==> src/design/assert_macros.svh <==
// Assertion helpers
`ifndef ASSERT_MACROS_SVH
`define ASSERT_MACROS_SVH
`ifndef SYNTHESIS
`define ASSERT_AT(lbl, clk, rstn, prop) \
  lbl: assert property (@(posedge clk) disable iff (!rstn) prop) else $error("assert failed");
`define ASSERT_NEVER(lbl, clk, rstn, expr) \
  lbl: assert property (@(posedge clk) disable iff (!rstn) !(expr)) else $error("never failed");
`else
`define ASSERT_AT(lbl, clk, rstn, prop)
`define ASSERT_NEVER(lbl, clk, rstn, expr)
`endif
`endif

==> src/design/tss_pkg.sv <==
package tss_pkg;
  localparam int SampleBits = 12;
  localparam int StampBits  = 32;
  localparam int AccBits    = 64;
  localparam int DivBits    = StampBits + 1;
  localparam int SqBits     = 2 * SampleBits;

  localparam logic [1:0] StatusOk    = 2'd0;
  localparam logic [1:0] StatusShort = 2'd1;
  localparam logic [1:0] StatusZero  = 2'd2;

  localparam logic signed [SampleBits-1:0] SMax = {1'b0, {(SampleBits-1){1'b1}}};
  localparam logic signed [SampleBits-1:0] SMin = {1'b1, {(SampleBits-1){1'b0}}};

  typedef struct packed {
    logic clear;
    logic accum;
    logic mul_go;
    logic fin_start;
    logic div_step;
    logic sqrt_step;
    logic finish;
  } tss_cmd_t;

  typedef struct packed {
    logic short_rec;
    logic zero_dur;
  } tss_stat_t;
endpackage

==> src/design/tss_ctrl.sv <==
`include "assert_macros.svh"
module tss_ctrl import tss_pkg::*; (
  input  logic      clk_i,
  input  logic      rst_ni,
  input  logic      in_valid_i,
  input  logic      in_last_i,
  input  tss_stat_t stat_i,
  input  logic      out_ready_i,
  output logic      in_ready_o,
  output logic      out_valid_o,
  output tss_cmd_t  cmd_o
);
  typedef enum logic [2:0] {Idle, Mul, Acc, Div, Sqrt, Done} state_e;
  state_e state_q;
  logic last_q, div_extra_q;
  logic [5:0] n_q;

  always_ff @(posedge clk_i or negedge rst_ni) begin
    if (!rst_ni) begin
      state_q <= Idle; last_q <= 1'b0; n_q <= '0; div_extra_q <= 1'b0;
    end else begin
      div_extra_q <= (state_q == Div && n_q == 6'd63);
      case (state_q)
        Idle: if (in_valid_i) begin
          last_q <= in_last_i;
          state_q <= Mul;
        end
        Mul: state_q <= Acc;
        Acc: begin
          if (!last_q) state_q <= Idle;
          else if (stat_i.short_rec || stat_i.zero_dur) state_q <= Done;
          else state_q <= Div;
          n_q <= '0;
        end
        Div: begin
          n_q <= n_q + 6'd1;
          if (n_q == 6'd63) state_q <= Sqrt;
        end
        Sqrt: begin
          n_q <= n_q + 6'd1;
          if (n_q == 6'd32) state_q <= Done;
        end
        Done: if (out_ready_i) state_q <= Idle;
        default: state_q <= Idle;
      endcase
    end
  end

  assign in_ready_o = state_q == Idle;
  assign out_valid_o = state_q == Done;
  assign cmd_o.accum = state_q == Idle && in_valid_i;
  assign cmd_o.mul_go = state_q == Mul;
  // first sample of a record adds a zero-time product
  assign cmd_o.fin_start = state_q == Acc;
  assign cmd_o.div_step = state_q == Div || div_extra_q;
  assign cmd_o.sqrt_step = state_q == Sqrt && n_q != 6'd0 && n_q <= 6'd32;
  assign cmd_o.finish = out_valid_o && out_ready_i;
  assign cmd_o.clear = cmd_o.finish;

  `ASSERT_NEVER(a_busy_rdy, clk_i, rst_ni, in_ready_o && out_valid_o)
  `ASSERT_AT(a_acc_idle, clk_i, rst_ni, cmd_o.accum |=> state_q == Mul)
  `ASSERT_AT(a_done_hold, clk_i, rst_ni, out_valid_o && !out_ready_i |=> out_valid_o)
endmodule

==> config.mk <==
export PLATFORM = sky130hd
export DESIGN_NAME = tss_ctrl
export DESIGN_NICKNAME = d
export VERILOG_FILES = /design/src/design/tss_pkg.sv /design/src/design/tss_ctrl.sv
export VERILOG_INCLUDE_DIRS = /design/src /design/src/design
export SDC_FILE = /design/constraint.sdc
export NUM_CORES = 1
export LEC_CHECK = 0
export BUFFER_PORTS_ARGS = -buffer_cell sky130_fd_sc_hd__buf_4
export CAP_MARGIN = 20
export CORE_UTILIZATION = 35
export CTS_BUF_LIST = sky130_fd_sc_hd__clkbuf_4
export CTS_CLUSTER_DIAMETER = 150
export CTS_CLUSTER_SIZE = 40
export DETAILED_ROUTE_END_ITERATION = 8
export PLACE_DENSITY = 0.62
export SLEW_MARGIN = 0
export SYNTH_ARGS = -nofsm -noshare
export SYNTH_HDL_FRONTEND = slang
export SYNTH_SLANG_ARGS = --single-unit
export TNS_END_PERCENT = 50
==> constraint.sdc <==
create_clock -name clk_i -period 1.6 [get_ports clk_i]
set_clock_uncertainty 0.1 [all_clocks]
set_input_delay 0.24 -clock clk_i [delete_from_list [all_inputs] [get_ports clk_i]]
set_output_delay 0.24 -clock clk_i [all_outputs]
set_load 0.05 [all_outputs]
==> run summary <==
Startpoint types: register
Top-count cell post-synth: dfrtp_1
Crit Path Max Fanout: 2
Detail Route Antenna Nets: 0
Seq cells post-synth: 11
Setup TNS: -0.558 ns
Via density: 5.30
Synth Area in XOR/XNOR: 1.20%
LEAKAGE: 0.000525 uW
Share of post-route cells with drive strength above 1: 50.9%
Antenna diode count: 0
Gr ovfl total: 0
Routed WL: 1970 um
Die area: 2280 um^2
WHS Endpoint: last_q$_DFFE_PN0P_
DRC viols: 0
FF-to-FF Start: n_q[0]$_DFFE_PN0P_
Core area: 1960 um^2
Root Buffer: clkbuf_4
Synth top area share: 37.6%
Overall power: 2440 uW
Synth area leader: dfrtp_1
# H-tree levels: 1
Mux cell area share after synthesis: 5.64%
Clock power share: 8.9%
Max-slew headroom: 81.9%
Final min period: 1.85 ns
Primary FF master, synth: dfrtp_1
GRT Total Usage: 18.6%
DRT Pass-1 Iters: 4
Syn Area/Cell: 9.27 um^2
Max Freq: 542 MHz
Max_cap viols: 0
Post-synthesis sequential area ratio: 37.6%
Nets: 122
Fill cells: 176
Initial antenna violation count: 0
Synth Area in Adders: 3.42%
Via count: 737
Initial DRC Count: 28
Clock Sinks: 11
Largest net degree at the start of global routing: 16
Switching part of the total: 46.0%
Async set or reset register ratio after synthesis: 100%
Worst Slack Setup Final: -0.246 ns
Worst slew pin tran: 0.270 ns
Number of CTS-inserted buffers: 3
Hold Startpoint: in_last_i
Synth unique cells: 38
Die W: 47.7 um
Syn Std Cell Area: 732 um^2
P&R area growth vs syn: 64.3%
Reg clk slew, reported paths: 0.08 ns
Pint: 1320 uW
Syn nets: 88
Initial core utilization: 37.3%
Top Ports: 16
Vias in the first global route: 650
Failing checks: negative setup slack
Pwr Density: 2030 nW/um^2
R2R depth: 6
Max clock buf depth: 2
Setup crit end kind: output port
Tcrit/Tclk final: 115%
Synth Area in Compound Gates: 21.7%
Largest family of logic cells by synthesized area: simple AND/OR/NAND/NOR gates
Routability cong.: 0.875
Post-synth EDFFs: 0
Hold crit path type: in -> reg
Status: complete, but fails checks
Worst path arrival time: 1.51 ns
Worst Path Class, Setup: reg -> out
Drt wl/cell: 14.2 um
Chip Height: 47.7 um
Finish-stage setup viols: 7
First-pass GRT wire length: 2900 um
Seq pwr share: 18.3%
Final Hold Fails: 0
Ranking of synthesized cells by area: dfrtp_1 38%, nand2b_1 4.3%, mux2i_1 4.1%, a21oi_1 3.4%, ha_1 3.4%
FF-to-FF End: n_q[2]$_DFFE_PN0P_
Row count: 16
CTS tree: built
Sw Pwr: 1120 uW
VDD IR max: 0.000914 V
Combinational Power Share: 72.8%
Post-synthesis simple-gate area fraction: 24.4%
Cells after Synth: 79
RSZ-0062 raised after global routing: yes
Clock Latency Late Sink: 0.27 ns
Max-slew violations: 0
Hold Path Depth: 2
Worst Path Required: 1.26 ns
Synth warn: 0
Port bufs: 15
Post-synth top cells: 11 x dfrtp_1, 5 x a21oi_1, 5 x nand2_1, 5 x nand2b_1, 4 x nor2_1
Post-DP HPWL: 1360 um
Setup slack, reg-to-reg: 0.06 ns
-- layer usage --
metal / GRT usage, % / wire (um) / up-vias
met1: 24.2 / 893 / 358
met3: 3.77 / 72 / 2
met2: 30.0 / 983 / 24
met5: 0 / 0 / -
li1: - / - / 353
met4: 7.78 / 20 / 0
-- kinds of logic after synthesis --
logic type	after synthesis
simple gates	31
xor+xnor	1
mux	4
compound gates	22
fa+ha+maj	2
buf+inv	8
flops	11
-- worst max-delay path by stage --
stage / slack (ns) / depth (start not counted) / startpoint / to
4_1_cts: -0.26 / 6 / n_q[0]$_DFFE_PN0P_ / cmd_o[1]
2_1_floorplan: -0.16 / 3 / state_q[0]$_DFFE_PN0P_ / cmd_o[6]
5_1_grt: -0.35 / 6 / n_q[0]$_DFFE_PN0P_ / cmd_o[1]
3_5_place_dp: -0.16 / 6 / n_q[0]$_DFFE_PN0P_ / cmd_o[1]
3_3_place_gp: -0.10 / 6 / n_q[0]$_DFFE_PN0P_ / cmd_o[1]
6_report: -0.25 / 6 / n_q[0]$_DFFE_PN0P_ / cmd_o[1]
-- repair_timing --
action / in CTS / in global routing
hold endpoints to repair: 11 / 0
endpoints found under the setup margin: 9 / 15
hold buffers: 1 / 0
pin swaps: 3 / 4
setup buffers: 2 / 5
resized for setup: 14 / 17
gates cloned: 0 / 0
-- layout make-up --
class / count / area (um^2) / area share, %
clock buffer: 4 / 30.0 / 2.50
sequential: 11 / 275 / 22.9
timing repair buffer: 34 / 323 / 26.8
multi-input combinational: 60 / 529 / 44.0
inverter: 3 / 11.3 / 0.937
tap: 27 / 33.8 / 2.81
-- through the flow --
step / area (um^2) / cells / hold slack (ns) / worst slack [ns] / util [%]
after CTS: 1090 / 134 / 0.0995 / -0.261 / 55.5
after global routing: 1200 / 139 / 0.0967 / -0.352 / 61.3
after global placement: 976 / 127 / -0.0159 / -0.101 / 49.7
after floorplan: 779 / 79 / -0.156 / -0.164 / -
final: 1200 / 139 / 0.0979 / -0.246 / 61.3
after detailed placement: 976 / 127 / -0.0164 / -0.156 / 49.7
-- critical path, stage by stage (launching register included) --
cell and delay, ns:
dfrtp_1 0.39, inv_1 0.06, ha_1 0.14, nor4b_4 0.25, xor2_2 0.21, nor2_4 0.04
buf_6 0.14
-- sequential cells by signal, summed over array words and instances (netlist names) --
signal	count
n_q	6
last_q	1
div_extra_q	1
state_q	3
-- layout by cell type, fill, tap and decap left out, types with 4 or more instances in the layout --
| cell type | n |
|---|---|
| buf_4 | 21 |
| dfrtp_1 | 11 |
| buf_6 | 8 |
| nand2_1 | 5 |
| a21oi_1 | 5 |
| clkbuf_4 | 4 |
-- power by group through the flow --
stage               registers (uW)  logic, uW  clock network (uW)
floorplan                      485        945                   0
global placement               430       1380                   0
detailed placement             434       1390                   0
CTS                            434       1530                 218
global route                   458       1910                 232
finish                         447       1780                 218
No activity file was read; power rests on OpenSTA's default activity.
